$ cat config.mk
export PLATFORM = sky130hd
export DESIGN_NAME = integer_to_radix_digits
export DESIGN_NICKNAME = d
export VERILOG_FILES = /design/src/rtl/i2r_pkg.sv /design/src/rtl/integer_to_radix_digits.sv /design/src/rtl/i2r_regs.sv /design/src/rtl/i2r_ctrl.sv /design/src/rtl/i2r_dp.sv
export SDC_FILE = /design/constraint.sdc
export NUM_CORES = 2
export LEC_CHECK = 0
export BUFFER_PORTS_ARGS = -buffer_cell sky130_fd_sc_hd__buf_2
export CAP_MARGIN = 5
export CORE_ASPECT_RATIO = 0.8
export CORE_MARGIN = 1
export CORE_UTILIZATION = 63
export CTS_CLUSTER_DIAMETER = 200
export DETAILED_ROUTE_END_ITERATION = 8
export PLACE_DENSITY = 0.91
export SLEW_MARGIN = 15
export SYNTH_ARGS = -nofsm -noshare
export SYNTH_HDL_FRONTEND = slang
export SYNTH_SLANG_ARGS = --single-unit
$ cat constraint.sdc
create_clock -name clk -period 15.1 [get_ports clk]
set_input_delay 2.265 -clock clk [delete_from_list [all_inputs] [get_ports clk]]
set_output_delay 2.265 -clock clk [all_outputs]
set_load 0.1 [all_outputs]
$ cat src/rtl/i2r_pkg.sv
// ----------------------------------------------------------------------------
// i2r_pkg
// Shared types and constants of the integer to radix digits block.
// ----------------------------------------------------------------------------
package i2r_pkg;

	localparam int NUM_W         = 32;
	localparam int MAX_DIGITS    = 32;
	localparam int CNT_W         = 6;
	localparam int REM_W         = 5;
	localparam int BITS_PER_STEP = 8;
	localparam int ADDR_W        = 5;
	localparam int DATA_W        = 64;

	localparam logic [1:0] STEP_LAST = 2'd3;

	localparam logic [7:0] CHAR_MINUS = 8'h2D;
	localparam logic [7:0] CHAR_PLUS  = 8'h2B;

	localparam logic [4:0] MIN_RADIX = 5'd2;

	localparam logic [4:0]  RADIX_RST       = 5'd10;
	localparam logic [63:0] DIGITS_LOW_RST  = 64'h3736353433323130;
	localparam logic [63:0] DIGITS_HIGH_RST = 64'h0000000000003938;

	localparam logic [1:0] REG_RADIX       = 2'd0;
	localparam logic [1:0] REG_DIGITS_LOW  = 2'd1;
	localparam logic [1:0] REG_DIGITS_HIGH = 2'd2;

	typedef enum logic [1:0] {
		ST_IDLE,
		ST_DIV,
		ST_SIGN,
		ST_EMIT
	} state_t;

	typedef struct packed {
		logic load;
		logic div_step;
		logic emit_sign;
		logic pop;
	} cmd_t;

	typedef struct packed {
		logic last_step;
		logic quot_zero;
		logic neg;
		logic nd_one;
	} status_t;

endpackage

$ cat src/rtl/integer_to_radix_digits.sv
// ----------------------------------------------------------------------------
// integer_to_radix_digits
// Renders a signed 32-bit number as text in a configured radix and alphabet.
// ----------------------------------------------------------------------------
//  channel   signals                                   transfer
//  input     start, busy, number                       start & !busy
//  result    strobe, character, last                   strobe (one cycle)
//  config    psel, penable, pwrite, paddr, pwdata,     psel & penable & pwrite
//            prdata, pready
//
//  each digit is divided out at 8 quotient bits per cycle,
//  then the characters are emitted in turn, a minus sign first for a negative
//  number; strobes follow the sign and pop commands in the next cycle
//  an item with an invalid alphabet is accepted and busy never rises
//  reset restores radix 10 with alphabet 0..9
//  the receiver cannot stall, so every strobe is a transfer
// ----------------------------------------------------------------------------
module integer_to_radix_digits #(
	parameter int MAX_RADIX = 16
) (
	input  logic                             clk,
	input  logic                             arst_n,
	input  logic                             start,
	output logic                             busy,
	input  logic signed [i2r_pkg::NUM_W-1:0] number,
	output logic                             strobe,
	output logic [7:0]                       character,
	output logic                             last,
	input  logic                             psel,
	input  logic                             penable,
	input  logic                             pwrite,
	input  logic [i2r_pkg::ADDR_W-1:0]       paddr,
	input  logic [i2r_pkg::DATA_W-1:0]       pwdata,
	output logic [i2r_pkg::DATA_W-1:0]       prdata,
	output logic                             pready
);
	import i2r_pkg::*;

	logic [4:0]  radix;
	logic [63:0] digits_low;
	logic [63:0] digits_high;
	logic        alpha_ok;
	cmd_t        cmd;
	status_t     status;

	i2r_regs #(
		.MAX_RADIX (MAX_RADIX)
	) u_regs (
		.clk         (clk),
		.arst_n      (arst_n),
		.psel        (psel),
		.penable     (penable),
		.pwrite      (pwrite),
		.paddr       (paddr),
		.pwdata      (pwdata),
		.prdata      (prdata),
		.pready      (pready),
		.radix       (radix),
		.digits_low  (digits_low),
		.digits_high (digits_high),
		.alpha_ok    (alpha_ok)
	);

	i2r_ctrl u_ctrl (
		.clk      (clk),
		.arst_n   (arst_n),
		.start    (start),
		.alpha_ok (alpha_ok),
		.status   (status),
		.cmd      (cmd),
		.busy     (busy)
	);

	i2r_dp #(
		.MAX_RADIX (MAX_RADIX)
	) u_dp (
		.clk         (clk),
		.arst_n      (arst_n),
		.cmd         (cmd),
		.number      (number),
		.radix       (radix),
		.digits_low  (digits_low),
		.digits_high (digits_high),
		.status      (status),
		.strobe      (strobe),
		.character   (character),
		.last        (last)
	);

endmodule

$ cat src/rtl/i2r_regs.sv
// ----------------------------------------------------------------------------
// i2r_regs
// Configuration registers on the APB-style port and the alphabet check.
// ----------------------------------------------------------------------------
module i2r_regs #(
	parameter int MAX_RADIX = 16
) (
	input  logic                        clk,
	input  logic                        arst_n,
	input  logic                        psel,
	input  logic                        penable,
	input  logic                        pwrite,
	input  logic [i2r_pkg::ADDR_W-1:0]  paddr,
	input  logic [i2r_pkg::DATA_W-1:0]  pwdata,
	output logic [i2r_pkg::DATA_W-1:0]  prdata,
	output logic                        pready,
	output logic [4:0]                  radix,
	output logic [63:0]                 digits_low,
	output logic [63:0]                 digits_high,
	output logic                        alpha_ok
);
	import i2r_pkg::*;

	logic [4:0]   radix_q;
	logic [63:0]  digits_low_q;
	logic [63:0]  digits_high_q;
	logic [127:0] alpha;
	logic         wr_en;

	assign pready = 1'b1;
	assign wr_en  = psel & penable & pwrite;
	assign alpha  = {digits_high_q, digits_low_q};

	// low address bits are ignored
	always_ff @(posedge clk or negedge arst_n) begin
		if (!arst_n) begin
			radix_q       <= RADIX_RST;
			digits_low_q  <= DIGITS_LOW_RST;
			digits_high_q <= DIGITS_HIGH_RST;
		end else if (wr_en) begin
			case (paddr[4:3])
				REG_RADIX:       radix_q       <= pwdata[4:0];
				REG_DIGITS_LOW:  digits_low_q  <= pwdata;
				REG_DIGITS_HIGH: digits_high_q <= pwdata;
				default: ;
			endcase
		end
	end

	always_comb begin
		case (paddr[4:3])
			REG_RADIX:       prdata = {59'd0, radix_q};
			REG_DIGITS_LOW:  prdata = digits_low_q;
			REG_DIGITS_HIGH: prdata = digits_high_q;
			default:         prdata = '0;
		endcase
	end

	// radix range check, and a pairwise check over the characters in use that also rejects minus and plus
	always_comb begin
		logic ok;
		logic [7:0] ci;
		ok = (radix_q >= MIN_RADIX) && (radix_q <= 5'(MAX_RADIX));
		for (int i = 0; i < 16; i++) begin
			ci = alpha[i*8 +: 8];
			if (5'(i) < radix_q) begin
				if (ci == CHAR_MINUS || ci == CHAR_PLUS)
					ok = 1'b0;
				for (int j = i + 1; j < 16; j++) begin
					if (5'(j) < radix_q && alpha[j*8 +: 8] == ci)
						ok = 1'b0;
				end
			end
		end
		alpha_ok = ok;
	end

	assign radix       = radix_q;
	assign digits_low  = digits_low_q;
	assign digits_high = digits_high_q;

endmodule

$ cat src/rtl/i2r_ctrl.sv
// ----------------------------------------------------------------------------
// i2r_ctrl
// Sequencer: load, divide digit by digit, then emit the sign of a negative number and the digits.
// ----------------------------------------------------------------------------
module i2r_ctrl (
	input  logic              clk,
	input  logic              arst_n,
	input  logic              start,
	input  logic              alpha_ok,
	input  i2r_pkg::status_t  status,
	output i2r_pkg::cmd_t     cmd,
	output logic              busy
);
	import i2r_pkg::*;

	state_t state_q;
	state_t state_nx;

	always_ff @(posedge clk or negedge arst_n) begin
		if (!arst_n) begin
			state_q <= ST_IDLE;
		end else begin
			state_q <= state_nx;
		end
	end

	always_comb begin
		state_nx = state_q;
		case (state_q)
			ST_IDLE: begin
				if (start && alpha_ok)
					state_nx = ST_DIV;
			end
			ST_DIV: begin
				if (status.last_step && status.quot_zero)
					state_nx = status.neg ? ST_SIGN : ST_EMIT;
			end
			ST_SIGN: begin
				state_nx = ST_EMIT;
			end
			ST_EMIT: begin
				if (status.nd_one)
					state_nx = ST_IDLE;
			end
			default: begin
				state_nx = ST_IDLE;
			end
		endcase
	end

	always_comb begin
		cmd  = '0;
		busy = 1'b1;
		case (state_q)
			ST_IDLE: begin
				busy     = 1'b0;
				cmd.load = start;
			end
			ST_DIV:  cmd.div_step  = 1'b1;
			ST_SIGN: cmd.emit_sign = 1'b1;
			ST_EMIT: cmd.pop       = 1'b1;
			default: busy = 1'b0;
		endcase
	end

endmodule

$ cat src/rtl/i2r_dp.sv
// ----------------------------------------------------------------------------
// i2r_dp
// Datapath: magnitude divider, digit stack and output register.
// ----------------------------------------------------------------------------
module i2r_dp #(
	parameter int MAX_RADIX = 16
) (
	input  logic                        clk,
	input  logic                        arst_n,
	input  i2r_pkg::cmd_t               cmd,
	input  logic signed [i2r_pkg::NUM_W-1:0] number,
	input  logic [4:0]                  radix,
	input  logic [63:0]                 digits_low,
	input  logic [63:0]                 digits_high,
	output i2r_pkg::status_t            status,
	output logic                        strobe,
	output logic [7:0]                  character,
	output logic                        last
);
	import i2r_pkg::*;

	localparam int DW = (MAX_RADIX > 2) ? $clog2(MAX_RADIX) : 1;

	logic [NUM_W-1:0] mag_q;
	logic [NUM_W-1:0] mag_nx;
	logic [REM_W-1:0] rem_q;
	logic [REM_W-1:0] rem_nx;
	logic [1:0]       step_q;
	logic [CNT_W-1:0] nd_q;
	logic             neg_q;
	logic [DW-1:0]    stack_q [MAX_DIGITS];
	logic [127:0]     alpha;
	logic [3:0]       top_idx;
	logic             push;
	logic             strobe_q;
	logic [7:0]       character_q;
	logic             last_q;

	assign alpha   = {digits_high, digits_low};
	assign top_idx = 4'(stack_q[0]);
	assign push    = cmd.div_step && (step_q == STEP_LAST);

	// eight restoring steps per cycle, quotient bits shift in at the bottom
	always_comb begin
		logic [REM_W-1:0] r;
		logic [NUM_W-1:0] m;
		r = rem_q;
		m = mag_q;
		for (int k = 0; k < BITS_PER_STEP; k++) begin
			r = {r[REM_W-2:0], m[NUM_W-1]};
			m = {m[NUM_W-2:0], 1'b0};
			if (r >= radix) begin
				r    = r - radix;
				m[0] = 1'b1;
			end
		end
		rem_nx = r;
		mag_nx = m;
	end

	always_ff @(posedge clk or negedge arst_n) begin
		if (!arst_n) begin
			step_q <= '0;
			nd_q   <= '0;
			neg_q  <= 1'b0;
		end else if (cmd.load) begin
			step_q <= '0;
			nd_q   <= '0;
			neg_q  <= number[NUM_W-1];
		end else if (cmd.div_step) begin
			step_q <= step_q + 2'd1;
			if (push)
				nd_q <= nd_q + CNT_W'(1);
		end else if (cmd.pop) begin
			nd_q <= nd_q - CNT_W'(1);
		end
	end

	always_ff @(posedge clk) begin
		if (cmd.load) begin
			mag_q <= number[NUM_W-1] ? (~number + NUM_W'(1)) : number;
			rem_q <= '0;
		end else if (cmd.div_step) begin
			mag_q <= mag_nx;
			rem_q <= push ? REM_W'(0) : rem_nx;
		end
	end

	// digit stack: push at the top while dividing, pop from the top while emitting
	always_ff @(posedge clk) begin
		if (push) begin
			stack_q[0] <= rem_nx[DW-1:0];
			for (int i = 1; i < MAX_DIGITS; i++)
				stack_q[i] <= stack_q[i-1];
		end else if (cmd.pop) begin
			for (int i = 0; i < MAX_DIGITS - 1; i++)
				stack_q[i] <= stack_q[i+1];
		end
	end

	always_ff @(posedge clk or negedge arst_n) begin
		if (!arst_n) begin
			strobe_q <= 1'b0;
		end else begin
			strobe_q <= cmd.emit_sign | cmd.pop;
		end
	end

	always_ff @(posedge clk) begin
		if (cmd.emit_sign) begin
			character_q <= CHAR_MINUS;
			last_q      <= 1'b0;
		end else if (cmd.pop) begin
			character_q <= alpha[top_idx*8 +: 8];
			last_q      <= (nd_q == CNT_W'(1));
		end
	end

	assign status.last_step = (step_q == STEP_LAST);
	assign status.quot_zero = (mag_nx == '0);
	assign status.neg       = neg_q;
	assign status.nd_one    = (nd_q == CNT_W'(1));

	assign strobe    = strobe_q;
	assign character = character_q;
	assign last      = last_q;

endmodule
==> qor.csv <==
metric,value,unit
outcome,"finished, final reports clean",
layout-drive-gt1-share,24.4,%
syn_inst,2936,
dieArea,0.0473,sq mm
track_usage,45.9,%
hold_start,u_dp.stack_q[1][56],
cp.required,15540,ps
fin_ws,1120,ps
port_buffers,178,
via_per_inst,7.19,
grt_pass1_wl,162000,microns
critPathSlowestCell,dfrtp_2,
critPathMaxStageDelay,520,ps
drt_wl_total,110000,microns
syn2layout_area_growth,7.97,%
path_class,reg2reg,
root_buffer,clkbuf_16,
synth.avg_cell_area,9.96,sq um
setup_viol,0,
core,0.0457,sq mm
start_util,63.9,%
tightest_slew,1280,ps
crit_path_max_fanout,16,
ys_ff_latch,318,
r2r_start,u_regs.radix[2],
period_share,92.6,%
htree_levels,2,
synth_ff_type,edfxtp_1,
grt.overflow.total,0,
cts_buffer_depth,3,
fin_skew,25.5,ps
hold_depth,0,
first_iter_violations,4575,
regArea,0.00874,sq mm
fin_crit,13980,ps
wl_per_cell,30.8,microns
tritoncts,yes,
maxSlewHeadroom,14.8,%
r2r_slack,1120,ps
final-hold-violation-count,0,
die_y,195,microns
dp_hpwl,68900,microns
grt_max_degree,94,
fin_nets,3101,
synth.distinct_cells,70,
min_path_type,reg2reg,
synth_top_area_cell,xnor2_1,
clk_pin_slew,60,ps
ys_seq_area_share,29.9,%
synthesis.yosys.warnings,0,
fill_cells,3380,
pre_cts_ws,100,ps
clock_latency,580,ps
drv_slew,0,
hold_end,u_dp.stack_q[1][60],
cts_made_buffers,34,
yosysTopAreaCellShare,21.0,%
crit_path_frequent_cell,o21ai_0,
critPathCaptureType,flop,
drc,0,
syn_nets,3102,
syn-cell-area,0.0292,sq mm
multiInputGateArea,0.0190,sq mm
grt_pass1_vias,25100,
drtPass1Iterations,6,
synth.area.top_cells,"xnor2_1 (21%), edfxtp_1 (16%), mux2_2 (10%)",
gp_routability_congestion,1.04,
worst_ep_arrival_time,14420,ps
pin_count,183,
ff2ff_path_depth,58,
antenna_found_initial,5,
vias,25700,
synth-edff-count,160,
hold_ws,458,ps
start_kind,flop,
synthArstFlopShare,45.6,%
drv_cap,0,
fmax,0.0715,GHz
die_w,243,microns
path_buf_inv,7,
r2r_end,u_ctrl.state_q[1],
rows,70,
critPathTopFamily,compound AO/OA/AOI/OAI gates,
ant_nets,0,
clkSinkCount,318,
==> cells by family after synthesis <==
kind of cell / Yosys count / share of synthesized area [%]
AO/OA/AOI/OAI: 281 / 6.57
other: 1 / 0.0128
XOR/XNOR: 1021 / 30.6
AND/OR/NAND/NOR: 561 / 10.9
multiplexers: 320 / 13.8
adder cells (fa/ha/maj): 59 / 2.73
flip-flops: 318 / 29.9
buffers and inverters: 375 / 5.49
==> layer usage <==
| layer | part of all wire [%] | track usage [%] | up-vias |
|---|---|---|---|
| met4 | 7.5 | 27.8 | 4 |
| met1 | 37 | 60.2 | 12400 |
| met2 | 40 | 63.2 | 2279 |
| met3 | 16 | 18.4 | 681 |
| met5 | 0.042 | 0 | - |
| li1 | - | - | 10300 |
==> metrics by stage <==
step / instances / area (sq um) / setup TNS [ps] / util, %
after floorplan: 2936 / 29200 / 0 / -
after global placement: 3511 / 30400 / 0 / 66.5
after detailed placement: 3511 / 30400 / 0 / 66.5
after CTS: 3573 / 31500 / 0 / 68.9
after global routing: 3573 / 31600 / -3.85 / 69.0
final: 3575 / 31600 / 0 / 69.0
==> area by class of cell <==
class                           instances  area share, %
Antenna cell                            2         0.0159
Clock buffer                           44           3.00
Clock inverter                         18          0.523
Inverter                               37          0.440
Multi-Input combinational cell       2243           60.1
Sequential cell                       318           27.7
Tap cell                              612           2.43
Timing Repair Buffer                  301           5.77
==> cell usage in the layout (no fill, tap or decap), drive strengths merged, types with 14 or more instances in the layout <==
| cell type | Yosys | layout |
|---|---|---|
| clkbuf | 87 | 44 |
| nor3 | 63 | 63 |
| nand2 | 81 | 81 |
| inv | 37 | 39 |
| a22o | 59 | 59 |
| xor2 | 320 | 320 |
| dfrtp | 108 | 108 |
| ha | 51 | 51 |
| dfstp | 37 | 37 |
| o31ai | 15 | 15 |
| a21oi | 40 | 40 |
| mux4 | 40 | 40 |
| mux2 | 261 | 261 |
| edfxtp | 160 | 160 |
| xnor2 | 701 | 701 |
| o21ai | 76 | 76 |
| nor2b | 14 | 14 |
| nand3 | 27 | 27 |
| nand4 | 162 | 162 |
| buf | 251 | 301 |
| nor4 | 105 | 105 |
| mux2i | 19 | 19 |
| a31oi | 37 | 37 |
| nor2 | 39 | 39 |
==> cells in the mapped netlist (39+ instances only) <==
cell and n:
buf_2 155, mux4_2 40, ha_1 51, buf_1 95, xor2_1 320, nor3_1 63
o21ai_0 68, edfxtp_1 160, a22o_1 59, a21oi_1 40, nor4_1 105, mux2_2 261
nand4_1 162, dfrtp_1 108, nand2_1 81, clkbuf_1 87, xnor2_1 701, nor2_1 39
==> registers in the layout, indices dropped and copies added (netlist names) <==
| register | cells |
|---|---|
| u_dp.character | 8 |
| u_regs.digits_high | 64 |
| u_ctrl.state_q | 2 |
| u_dp.step_q | 2 |
| u_dp.nd_q | 6 |
| u_dp.rem_q | 4 |
| u_dp.stack_q | 128 |
| u_regs.radix | 5 |
| u_regs.digits_low | 64 |
| u_dp.last | 1 |
| u_dp.mag_q | 32 |
| u_dp.neg_q | 1 |
| u_dp.strobe | 1 |
==> worst max path at each step <==
stage / cells past startpoint / startpoint / slack [ps] / to
5_1_grt: 59 / u_regs.radix[2] / -4 / u_ctrl.state_q[1]
3_5_place_dp: 57 / u_regs.radix[2] / 100 / u_ctrl.state_q[1]
2_1_floorplan: 58 / u_regs.radix[1] / 2150 / u_ctrl.state_q[1]
6_report: 58 / u_regs.radix[2] / 1120 / u_ctrl.state_q[1]
3_3_place_gp: 58 / u_regs.radix[2] / 900 / u_ctrl.state_q[1]
4_1_cts: 57 / u_regs.radix[2] / 40 / u_ctrl.state_q[1]
==> repair_timing <==
item / 4_1_cts / 5_1_grt
endpoints found under the hold margin: 0 / 0
gates resized for setup: 0 / 7
setup buffers: 0 / 0
hold buffers: 0 / 0
endpoints found under the setup margin: 0 / 11
==> worst reg2reg max path, delay by kind of cell, from the launching register on <==
family	cells	cell delay, ps
compound gates	25	6670
fa+ha+maj	8	2540
buf+inv	7	1060
flops	1	520
mux	2	810
simple gates	16	2260
Power is left out: the tool's default activity adds up to more than one toggle a clock period on the data nets, which glitch-free logic cannot reach.
